$ cat config.mk
export PLATFORM = sky130hd
export DESIGN_NAME = hcb_leaf_cell
export DESIGN_NICKNAME = d
export VERILOG_FILES = /design/src/design/hcb_pkg.sv /design/src/design/hcb_leaf_cell.sv
export SDC_FILE = /design/constraint.sdc
export NUM_CORES = 1
export LEC_CHECK = 0
export BUFFER_PORTS_ARGS = -buffer_cell sky130_fd_sc_hd__buf_2
export CORE_MARGIN = 1.5
export CORE_UTILIZATION = 35
export CTS_CLUSTER_SIZE = 40
export DETAILED_ROUTE_END_ITERATION = 6
export HOLD_SLACK_MARGIN = 0.08
export PLACE_DENSITY = 0.74
export SYNTH_ARGS = -nofsm -noshare
export SYNTH_HDL_FRONTEND = slang
export SYNTH_SLANG_ARGS = --single-unit
$ cat constraint.sdc
create_clock -name clk -period 3.45 [get_ports clk]
set_clock_uncertainty 0.15 [all_clocks]
set_input_delay 0.345 -clock clk [delete_from_list [all_inputs] [get_ports clk]]
set_output_delay 0.345 -clock clk [all_outputs]
set_load 0.02 [all_outputs]
$ cat src/design/hcb_pkg.sv
// hcb_pkg: shared constants and types for the huffman code builder
// depends on nothing; imported by every module in the design folder
`timescale 1ns / 1ps

package hcb_pkg;

	localparam int MAX_SYMBOLS = 32;
	localparam int NODE_SLOTS  = 2 * MAX_SYMBOLS - 1;
	localparam int NID_W       = $clog2(NODE_SLOTS);
	localparam int LID_W       = $clog2(MAX_SYMBOLS);
	localparam int CNT_W       = $clog2(MAX_SYMBOLS + 1);
	localparam int SYM_W       = 8;
	localparam int WEIGHT_W    = 20;
	localparam int NWEIGHT_W   = 26;
	localparam int CODE_W      = 63;
	localparam int LEN_W       = 6;
	localparam int IN_DATA_W   = 32;
	localparam int OUT_DATA_W  = 80;

	// two lightest nodes seen so far, carried along the node chain
	typedef struct packed {
		logic                 tok;
		logic                 v1;
		logic [NID_W-1:0]     i1;
		logic [NWEIGHT_W-1:0] w1;
		logic                 v2;
		logic [NID_W-1:0]     i2;
		logic [NWEIGHT_W-1:0] w2;
	} cand_t;

	typedef struct packed {
		logic                 clear;
		logic                 load_en;
		logic [NID_W-1:0]     load_idx;
		logic [WEIGHT_W-1:0]  load_weight;
		logic                 merge_en;
		logic [NID_W-1:0]     made;
		logic [NID_W-1:0]     a;
		logic [NID_W-1:0]     b;
		logic [NWEIGHT_W-1:0] wsum;
	} node_cmd_t;

	typedef struct packed {
		logic             load_en;
		logic [LID_W-1:0] load_idx;
		logic [SYM_W-1:0] load_sym;
		logic             merge_en;
		logic [NID_W-1:0] made;
		logic [NID_W-1:0] a;
		logic [NID_W-1:0] b;
		logic             shift;
	} leaf_cmd_t;

	typedef struct packed {
		logic [SYM_W-1:0]  sym;
		logic [CODE_W-1:0] code;
		logic [LEN_W-1:0]  len;
		logic [NID_W-1:0]  grp;
	} leaf_t;

endpackage

$ cat src/design/hcb_leaf_cell.sv
// hcb_leaf_cell: one loaded symbol with its growing code, length and the
// tree node it currently hangs under; shifts toward cell 0 on output; uses hcb_pkg
`timescale 1ns / 1ps

module hcb_leaf_cell
	import hcb_pkg::*;
(
	input  logic             clk,
	input  logic [LID_W-1:0] cell_id,
	input  leaf_cmd_t        cmd,
	input  leaf_t            next,
	output leaf_t            cur
);

	leaf_t leaf_q;

	always_ff @(posedge clk) begin
		if (cmd.load_en && cmd.load_idx == cell_id) begin
			leaf_q.sym  <= cmd.load_sym;
			leaf_q.code <= '0;
			leaf_q.len  <= '0;
			leaf_q.grp  <= NID_W'(cell_id);
		end else if (cmd.merge_en && leaf_q.grp == cmd.a) begin
			leaf_q.len <= leaf_q.len + 1'b1;
			leaf_q.grp <= cmd.made;
		end else if (cmd.merge_en && leaf_q.grp == cmd.b) begin
			leaf_q.code <= leaf_q.code | (CODE_W'(1) << leaf_q.len);
			leaf_q.len  <= leaf_q.len + 1'b1;
			leaf_q.grp  <= cmd.made;
		end else if (cmd.shift) begin
			leaf_q <= next;
		end
	end

	assign cur = leaf_q;

endmodule

==> results of run 1 <==
-- final cells by class --
cell class,instances,share of cell area
clock buffers,12,0.04578
well taps,172,0.03679
multi-input cells,378,0.4128
repair buffers,218,0.1921
flip-flops and latches,83,0.3063
clock inverters,4,0.003636
inverters,4,0.002567
-- layer usage --
layer | wire, um | up-vias | share of wire
met1 | 6800 | 2264 | 0.45
met3 | 983 | 23 | 0.065
li1 | - | 2337 | -
met2 | 7000 | 197 | 0.47
met4 | 254 | 0 | 0.017
met5 | 0 | - | 0
-- logic make-up after synthesis --
kind of cell / count (synthesis) / share of synthesized area
xor+xnor: 19 / 0.04395
fa+ha+maj: 6 / 0.01680
mux: 2 / 0.004479
simple gates: 189 / 0.2284
flops: 83 / 0.4009
compound gates: 162 / 0.2444
buf+inv: 54 / 0.06103
-- metrics by stage --
step / utilization / area [um^2] / total power [uW] / worst slack (ns) / hold slack [ns]
2_1_floorplan: - / 4469 / 1661 / 1.017 / 0.3969
3_3_place_gp: 0.4442 / 5560 / 1926 / 0.9730 / 0.4017
3_5_place_dp: 0.4442 / 5560 / 1934 / 0.9121 / 0.4043
4_1_cts: 0.4673 / 5849 / 2875 / 0.9023 / 0.1461
5_1_grt: 0.4673 / 5849 / 2993 / 0.7167 / 0.1591
6_report: 0.4673 / 5849 / 2866 / 0.9040 / 0.1482
-- cells in the final DEF, fill, tap and decap left out, types with 2 or more instances in the layout --
cell type,instances
buf_2,205
nor3_1,127
dfxtp_1,70
o21ai_0,69
a211oi_1,52
a311oi_1,15
nand2_1,13
edfxtp_1,13
buf_4,13
nand3_1,12
nor2_1,11
clkbuf_16,10
xnor2_1,9
a22o_1,8
xor2_1,6
ha_1,6
a31oi_1,5
inv_1,4
and2_1,4
xnor2_2,4
nor3b_2,3
nor3_2,3
a21oi_1,3
clkinv_2,3
and3_1,2
and4_1,2
o221ai_1,2
a2111o_1,2
mux2i_1,2
and3b_1,2
-- power by group through the flow --
stage               Sequential [uW]  Combinational (uW)  Clock (uW)
floorplan                      1360                 303           0
global placement               1240                 687           0
detailed placement             1240                 693           0
CTS                            1220                 696         958
global route                   1240                 755         999
finish                         1220                 694         949
-- worst min-delay path by stage --
stage                                      end  cells past startpoint  slack [ns]
final                        cur[80]$_DFFE_PP_                      2        0.15
after global routing         cur[77]$_DFFE_PP_                      2        0.16
after CTS                    cur[81]$_DFFE_PP_                      2        0.15
after detailed placement  cur[29]$_SDFFE_PP0P_                      2        0.40
after global placement    cur[58]$_SDFFE_PP0P_                      2        0.40
after floorplan              cur[75]$_DFFE_PP_                      1        0.40
==> summary.txt, run 1 <==
Tcrit/Tclk final = 0.7380
WL/cell = 17.27 um
Post-synth EDFFs = 13
Part of the power in the clock network = 0.331
M3 GR Usage = 0.03975
DRC Markers = 0
Critical path's top delay family = simple AND/OR/NAND/NOR gates
Syn Std Cell Area = 4469 um^2
TritonCTS clock tree = yes
Post-Layout Cell Count = 871
Via count = 4821
R2R cell count = 6
Gr usage total = 0.2167
Setup bufs post-CTS = 0
Net Sw Power = 937.2 uW
Gate power share = 0.242
Status = complete, no violations
CP endpoint = cur[31]$_SDFFE_PP0P_
Critical Path Stages = 6
Cell area power density = 489.9 nW/um^2
Nets@finish = 823
CP required = 3.53 ns
Worst-path fanout max = 48
Crit path from = cur[0]$_DFFE_PP_
Longest Clk Path Bufs = 2
Max FFs per register = 83
Crit start category = flip-flop
GRT met1 Usage = 0.3015
Post-synthesis area per instance = 8.678 um^2
Initial antenna violation count = 0
RSZ-0062 raised after global routing = false
N_diodes = 0
Worst-path cell with the longest stage delay = or3_2
GR Overflow Total = 0
Share of layout cells above drive strength 1 = 0.3605
Rel. slew slack = 0.3307
I/O Pins = 206
Post-Syn Nets = 644
Total clock sinks = 83
Final setup violating endpoints = 0
Leak pwr = 0.002482 uW
Cell Chain, Critical Path = xnor2_1, nand4_1, or3_2, buf_4, o21ai_0, nor3_1
H-tree level count = 3
Count leader, synth = nor3_1
Internal Power = 1929 uW
Starting Density = 0.3571
Input/output buffers = 205
Vias in the first global route = 4206
FILL cells = 1275
Slowest stage delay, CP = 0.83 ns
Total CTS buffers = 9
Die height = 116 um
Flops & latches, synth = 83
Worst EP arrival = 2.63 ns
Initial DRC count = 480
Vias/cell = 5.535
Met2 Track Usage GR = 0.3376
Sequential area share after synthesis = 0.4009
Reg2reg start = cur[0]$_DFFE_PP_
Min cycle time layout = 2.546 ns
Drt pass-1 iters = 4
Max Slew Vio Count = 0
Largest net degree at the start of global routing = 69
Final-report hold violation count = 0
TNS Setup = 0 ns
GP Congestion = 0.8372
Synth top area share = 0.3135
Critical R2R Capture = cur[31]$_SDFFE_PP0P_
Measured slew at the worst slew-check pin = 0.9935 ns
Skew-Pair Late Insertion Delay = 0.34 ns
Top post-synthesis cells by count = 127 x nor3_1, 70 x dfxtp_1, 69 x o21ai_0, 52 x a211oi_1, 24 x clkbuf_1
Placed insts = 855
Sequential Area = 1792 um^2
Layout area overhead = 30.88%
Min-delay src = next[80]
Total wire length = 15040 um
Setup CP Type = reg2reg
Top FF cell, synth = dfxtp_1
Critical Path End Type = flip-flop
Multi-input gate area = 2415 um^2
Async SR Flop Fraction = 0
Highest Clock Rate = 392.8 MHz
Rows = 41
Synth Warn # = 0
Cell taking the most area after synthesis = dfxtp_1
First-pass GRT wire length = 22460 um
Synthesized instance count = 515
Worst Hold Class = in2reg
Hold-fix buffers, CTS = 0
Antenna Nets Post-Route = 0
Die X = 116 um
Die area = 13460 um^2
Worst-path clk slew = 0.06 ns
Buf/Inv on CP = 1
Cts repair resizes = 0
Root buf cell = clkbuf_16
Core Area = 12520 um^2
DP HPWL = 10170 um
GRT Max-Usage Layer = met2
Largest cells by area after synthesis = dfxtp_1 31%, nor3_1 14%, a211oi_1 8.7%, edfxtp_1 8.7%, o21ai_0 7.7%
Cell variety after synth = 44
Sequential share of power = 0.427
Max-cap violations = 0
IR Drop Worst-Case VDD = 0.2075 mV
Switching Share = 0.3270
R2r setup slk = 0.90 ns
No activity file was read; power rests on OpenSTA's default activity.
==> run 2, diff against run 1 <==
ABC_AREA = 1   (was default)
PLACE_DENSITY = 0.71   (was 0.74)
clock period = 2.53 ns   (was 3.45 ns; I/O delays follow)
==> summary.txt, run 2 <==
Tcrit/Tclk final = 0.9343 (+0.1963)
Longest Clk Path Bufs = 2 (unchanged)
Antenna Nets Post-Route = 0 (unchanged)
R2R cell count = 8 (+2)
Die height = 130.8 um (+13%)
TNS Setup = 0 ns (unchanged)
Critical path's top delay family = buffers and inverters
Count leader, synth = nand2_1
Total clock sinks = 83 (unchanged)
Die area = 17110 um^2 (+27%)
H-tree level count = 3 (unchanged)
Post-Syn Nets = 1111 (+73%)
Rows = 46 (+12%)
Core Util, Final = 0.4992 (+0.03190)
Highest Clock Rate = 423.1 MHz (+7.7%)
Via count = 6478 (+34%)
Worst-path clk slew = 0.07 ns (about the same)
DRC Markers = 0 (unchanged)
Reg2reg start = cur[0]$_DFFE_PP_
IR Drop Worst-Case VDD = 0.3282 mV (+58%)
Rel. slew slack = 0.6052 (+0.2745)
Total CTS buffers = 9 (unchanged)
RSZ-0062 raised after global routing = false
Worst-path cell with the longest stage delay = dlygate4sd3_1
Min-delay src = next[8]
WL/cell = 12.27 um (-29%)
R2r setup slk = 0.17 ns (-0.74 ns)
Cell Chain, Critical Path = inv_1, nor2_1, nor2_1, nand3_4, buf_4, nand3_1, nand2_1, dlygate4sd3_1
Final Instance Area = 7959 um^2 (+36%)
Most common cell after layout, fill and taps aside = nand2_1
Vias/cell = 4.452 (-20%)
Async SR Flop Fraction = 0 (unchanged)
Worst Hold Class = in2reg
Share of layout cells above drive strength 1 = 0.2010 (-0.1595)
Final setup violating endpoints = 0 (unchanged)
Hold depth = 5 (+3)
First-pass GRT wire length = 28250 um (+26%)
Hold slack = 0.08800 ns (-0.06016 ns)
GP Congestion = 0.8532 (+1.9%)
Hold Path Sink = cur[8]$_SDFFE_PP0P_
Die X = 130.8 um (+13%)
Synth top area share = 0.2451 (-0.06847)
Synthesized instance count = 982 (+91%)
N_diodes = 0 (unchanged)
CP most frequent cell = nor2_1
CP required = 2.48 ns (-1.05 ns)
Post-synth EDFFs = 13 (unchanged)
Worst EP arrival = 2.31 ns (-0.32 ns)
Layout area overhead = 39.19%
Final-report hold violation count = 0 (unchanged)
Buf/Inv on CP = 3 (+2)
Setup CP Type = reg2reg
Slowest stage delay, CP = 0.56 ns (-0.27 ns)
Flops & latches, synth = 83 (unchanged)
TritonCTS clock tree = yes
Max FFs per register = 83 (unchanged)
Cell taking the most area after synthesis = dfxtp_1
DP HPWL = 12040 um (+18%)
Crit path setup slack, layout = 0.1663 ns (-0.7377 ns)
Critical Path End Type = flip-flop
Worst-path fanout max = 15 (-69%)
Root buf cell = clkbuf_16
Input/output buffers = 205 (unchanged)
Starting Density = 0.3587 (+0.001599)
Initial antenna violation count = 0 (unchanged)
Largest cells by area after synthesis = dfxtp_1 25%, nand2_1 18%, nand3_1 17%, inv_1 15%, edfxtp_1 6.8%
Critical R2R Capture = cur[82]$_DFFE_PP_
Crit start category = flip-flop
Core Area = 15940 um^2 (+27%)
Nets@finish = 1364 (+66%)
Drt pass-1 iters = 5 (+1)
Synth Warn # = 0 (unchanged)
I/O Pins = 206 (unchanged)
Sequential area share after synthesis = 0.3133 (-0.08755)
Post-synthesis area per instance = 5.823 um^2 (-33%)
Cell variety after synth = 25 (-43%)
Placed inst area = 6880 um^2 (+24%)
Vias in the first global route = 6145 (+46%)
Max Slew Vio Count = 0 (unchanged)
Setup bufs post-CTS = 0 (unchanged)
Skew-Pair Late Insertion Delay = 0.35 ns (about the same)
Pre-CTS setup slack = 0.3997 ns (-0.5124 ns)
Most frequent cells in the layout = 270 x nand2_1, 222 x inv_1, 205 x buf_2
Measured slew at the worst slew-check pin = 0.5922 ns (-0.4013 ns)
Initial DRC count = 305 (-36%)
Max-cap violations = 0 (unchanged)
GR Overflow Total = 0 (unchanged)
Cell area power density = 521.6 nW/um^2 (+6.5%)
Status = complete, no violations
Leak pwr = 0.004957 uW (+100%)
Largest net degree at the start of global routing = 64 (-7.2%)
Min cycle time layout = 2.364 ns (-0.1823 ns)
Top post-synthesis cells by count = 270 x nand2_1, 222 x inv_1, 196 x nand3_1, 89 x nor2_1, 70 x dfxtp_1
Syn Std Cell Area = 5718 um^2 (+28%)
Top FF cell, synth = dfxtp_1
Gr usage total = 0.2107 (-0.006008)
Total wire length = 17850 um (+19%)
run 2: cell count changes in the layout (fill, tap and decap cells not counted), sizes merged, moves of 12 or more:
cell / before / now
nor2: 12 / 93
nor3: 131 / 0
xnor2: 13 / 1
o21ai: 70 / 5
nand3: 12 / 196
nand2: 14 / 273
a311oi: 15 / 0
nand4: 2 / 23
dlygate4sd3: 0 / 80
a211oi: 52 / 0
inv: 5 / 226
run 2: kinds of logic (layout without fill, tap and decap cells):
| kind of cell | Yosys count | count (layout) | synth area share |
|---|---|---|---|
| buffers and inverters | 289 | 546 | 0.2048 |
| and+or+nand+nor | 585 | 585 | 0.4468 |
| adders and majority gates | 6 | 6 | 0.01313 |
| xor gates and xnor gates | 6 | 6 | 0.009190 |
| AOI/OAI and AO/OA | 13 | 13 | 0.01269 |
| DFF | 83 | 83 | 0.3133 |
run 2: worst min-delay path, delay by kind of cell:
family	cells	cell delay (ns)
and+or+nand+nor	3	0.19
buffers and inverters	2	0.11
run 2: final cells by class:
type	instances	area [um^2]
flip-flops and latches	83	1792
repair buffers	302	1979
well taps	216	270.3
inverters	229	859.6
clock inverters	2	11.26
multi-input cells	610	2783
clock buffers	13	264.0
fillers	1636	7984
run 2: worst max path at each step:
stage | from | to | slack [ns] | depth (start not counted)
finish | cur[0]$_DFFE_PP_ | cur[82]$_DFFE_PP_ | 0.17 | 8
floorplan | cur[3]$_DFFE_PP_ | cur[75]$_DFFE_PP_ | 0.11 | 10
detailed placement | cur[4]$_DFFE_PP_ | cur[73]$_SDFFE_PP0P_ | 0.40 | 11
CTS | cur[5]$_SDFFE_PP0P_ | cur[75]$_DFFE_PP_ | 0.20 | 9
global route | cur[0]$_DFFE_PP_ | cur[75]$_DFFE_PP_ | 0.01 | 8
global placement | cur[10]$_SDFFE_PP0P_ | cur[12]$_SDFFE_PP0P_ | 0.39 | 7
run 2: timing repair:
item                                    4_1_cts  5_1_grt
gates resized for setup                       0        1
endpoints found under the setup margin        0        2
hold buffers                                 80        0
endpoints found under the hold margin        72        0
run 2: report_power, final:
group | leakage [uW] | switching, uW | internal [uW]
combinational | 0.00410 | 790 | 485
clock | 0.000139 | 536 | 724
sequential | 0.000718 | 111 | 1510
run 2: per-layer routing:
metal,global-route usage,up-vias,part of all wire
met3,0.04072,47,0.049
li1,-,3455,-
met2,0.3585,187,0.47
met5,0,-,0
met4,0.09825,0,0.032
met1,0.2573,2789,0.44
run 2: stage by stage:
stage	cells	power (uW)
2_1_floorplan	982	2399
3_5_place_dp	1360	2813
5_1_grt	1455	4406
6_report	1455	4152
4_1_cts	1455	4172
3_3_place_gp	1360	2798
==> run 3, diff against run 2 <==
--- a/config.mk
+++ b/config.mk
@@ -7,3 +7,2 @@
 export LEC_CHECK = 0
-export ABC_AREA = 1
 export BUFFER_PORTS_ARGS = -buffer_cell sky130_fd_sc_hd__buf_2
@@ -14,3 +13,3 @@
 export HOLD_SLACK_MARGIN = 0.08
-export PLACE_DENSITY = 0.71
+export PLACE_DENSITY = 0.74
 export SYNTH_ARGS = -nofsm -noshare
--- a/constraint.sdc
+++ b/constraint.sdc
@@ -4,2 +4,2 @@
 set_output_delay 0.253 -clock clk [all_outputs]
-set_load 0.02 [all_outputs]
+set_load 0.05 [all_outputs]
==> summary.txt, run 3 (same netlist as run 1, synthesis figures left out) <==
Cts repair resizes = 0 (unchanged)
Final setup violating endpoints = 0 (unchanged)
H-tree level count = 3 (unchanged)
Rows = 41 (-11%)
Worst-path cell with the longest stage delay = a21oi_4
Cell Chain, Critical Path = xnor2_2, and3_1, a21oi_4, buf_12, a311oi_1, nor3_1
Leak pwr = 0.002805 uW (-43%)
WL/cell = 17.52 um (+43%)
Initial DRC count = 574 (+88%)
Pre-CTS setup slack = 0.2266 ns (-0.1731 ns)
Most frequent cells in the layout = 205 x buf_2, 127 x nor3_1, 70 x dfxtp_1
Critical Path End Type = flip-flop
Crit path setup slack, layout = 0.2055 ns (+0.03923 ns)
RSZ-0062 raised after global routing = false
Most common cell after layout, fill and taps aside = buf_2
CP required = 2.64 ns (+0.16 ns)
Max-cap violations = 0 (unchanged)
Hold slack = 0.08466 ns (-0.003343 ns)
Max FFs per register = 83 (unchanged)
Die X = 116 um (-11%)
GP Congestion = 0.8550 (+0.21%)
M1 WL = 7150 um (-9.9%)
Antenna Nets Post-Route = 0 (unchanged)
Total wire length = 16510 um (-7.5%)
Setup CP Type = reg2reg
Root buf cell = clkbuf_16
DRC Markers = 0 (unchanged)
Rel. slew slack = 0.5108 (-0.09439)
Layout area overhead = 47.40%
Total CTS buffers = 9 (unchanged)
IR Drop Worst-Case VDD = 0.4523 mV (+38%)
Vias in the first global route = 4754 (-23%)
Total clock sinks = 83 (unchanged)
Share of layout cells above drive strength 1 = 0.3442 (+0.1432)
Longest Clk Path Bufs = 2 (unchanged)
Worst EP arrival = 2.44 ns (+0.13 ns)
Drt pass-1 iters = 5 (unchanged)
Cell area power density = 665.3 nW/um^2 (+28%)
Core Area = 12520 um^2 (-21%)
Die height = 116 um (-11%)
Worst-path clk slew = 0.06 ns (about the same)
Metal2 WL = 7794 um (-7.9%)
I/O Pins = 206 (unchanged)
FILL cells = 1171 (-28%)
Worst-path fanout max = 39 (+24)
First-pass GRT wire length = 24820 um (-12%)
Worst Hold Class = in2reg
Measured slew at the worst slew-check pin = 0.7321 ns (+0.1400 ns)
Die area = 13460 um^2 (-21%)
TNS Setup = 0 ns (unchanged)
Highest Clock Rate = 430.2 MHz (+1.7%)
Nets@finish = 894 (-34%)
Via count = 5190 (-20%)
Final-report hold violation count = 0 (unchanged)
Skew-Pair Late Insertion Delay = 0.35 ns (about the same)
Max Slew Vio Count = 0 (unchanged)
GR Overflow Total = 0 (unchanged)
TritonCTS clock tree = yes
Input/output buffers = 205 (unchanged)
Min cycle time layout = 2.324 ns (-0.03923 ns)
Vias/cell = 5.510 (+24%)
Status = complete, no violations
Initial antenna violation count = 0 (unchanged)
Starting Density = 0.3571 (-0.001599)
DP HPWL = 10470 um (-13%)
Top sig layer = met4
Met3 wire len = 1166 um (+33%)
Crit start category = flip-flop
Gr usage total = 0.2391 (+0.02833)
Slowest stage delay, CP = 0.62 ns (+0.06 ns)
N_diodes = 0 (unchanged)
Largest net degree at the start of global routing = 74 (+16%)
Tcrit/Tclk final = 0.9188 (-0.01551)
run 3: cell types whose count changed in the layout (fill, tap and decap cells not counted), sizes merged, moves of 12 or more:
cell	before	now
a211oi	0	52
a311oi	0	15
dlygate4sd3	80	58
inv	226	4
nand2	273	14
nand3	196	12
nand4	23	2
nor2	93	12
nor3	0	131
o21ai	5	70
xnor2	1	13
run 3: routing by layer:
layer / track usage / vias to the layer above
met1: 0.3068 / 2441
met3: 0.05910 / 32
met2: 0.3918 / 240
li1: - / 2477
met5: 0 / -
met4: 0.08455 / 0
run 3: area by class of cell:
type	instances	area [um^2]	area share
Clock buffer	10	229.0	0.03476
Timing Repair Buffer	289	1864	0.2830
Inverter	4	15.01	0.002279
Clock inverter	6	57.56	0.008737
Tap cell	172	215.2	0.03267
Sequential cell	83	1792	0.2720
Multi-Input combinational cell	378	2415	0.3666
run 3: final timing paths:
check	start	end	slack, ns	cells after the start
max	cur[0]$_DFFE_PP_	cur[23]$_SDFFE_PP0P_	0.21	6
min	next[56]	cur[56]$_SDFFE_PP0P_	0.08	3
max reg2reg	cur[0]$_DFFE_PP_	cur[23]$_SDFFE_PP0P_	0.21	6
min reg2reg	cur[66]$_SDFFE_PP0P_	cur[66]$_SDFFE_PP0P_	0.41	2
run 3: through the flow:
stage | total power [uW] | std cells | cell area [um^2] | util
floorplan | 2631 | 515 | 4469 | -
global placement | 3018 | 868 | 5720 | 0.4570
detailed placement | 3028 | 868 | 5720 | 0.4570
CTS | 4394 | 942 | 6588 | 0.5263
global route | 4552 | 942 | 6588 | 0.5263
finish | 4383 | 942 | 6588 | 0.5263
run 3: what timing repair did:
action                                 4_1_cts  5_1_grt
setup endpoints to repair                    0        0
endpoints found under the hold margin       50        0
hold buffers                                58        0
setup buffers                                0        0
run 3: critical path: cells and delay by family, from the launching register on:
kind | cells | cell delay (ns)
compound gates | 2 | 0.70
xor+xnor | 1 | 0.18
buf+inv | 1 | 0.30
flops | 1 | 0.45
simple gates | 2 | 0.44
run 3: power breakdown:
group | switching, uW | leakage (uW) | total (uW) | internal (uW)
clock | 539 | 0.000142 | 1300 | 758
sequential | 146 | 0.000718 | 1660 | 1510
combinational | 980 | 0.00195 | 1430 | 449
total | 1660 | 0.00281 | 4380 | 2720
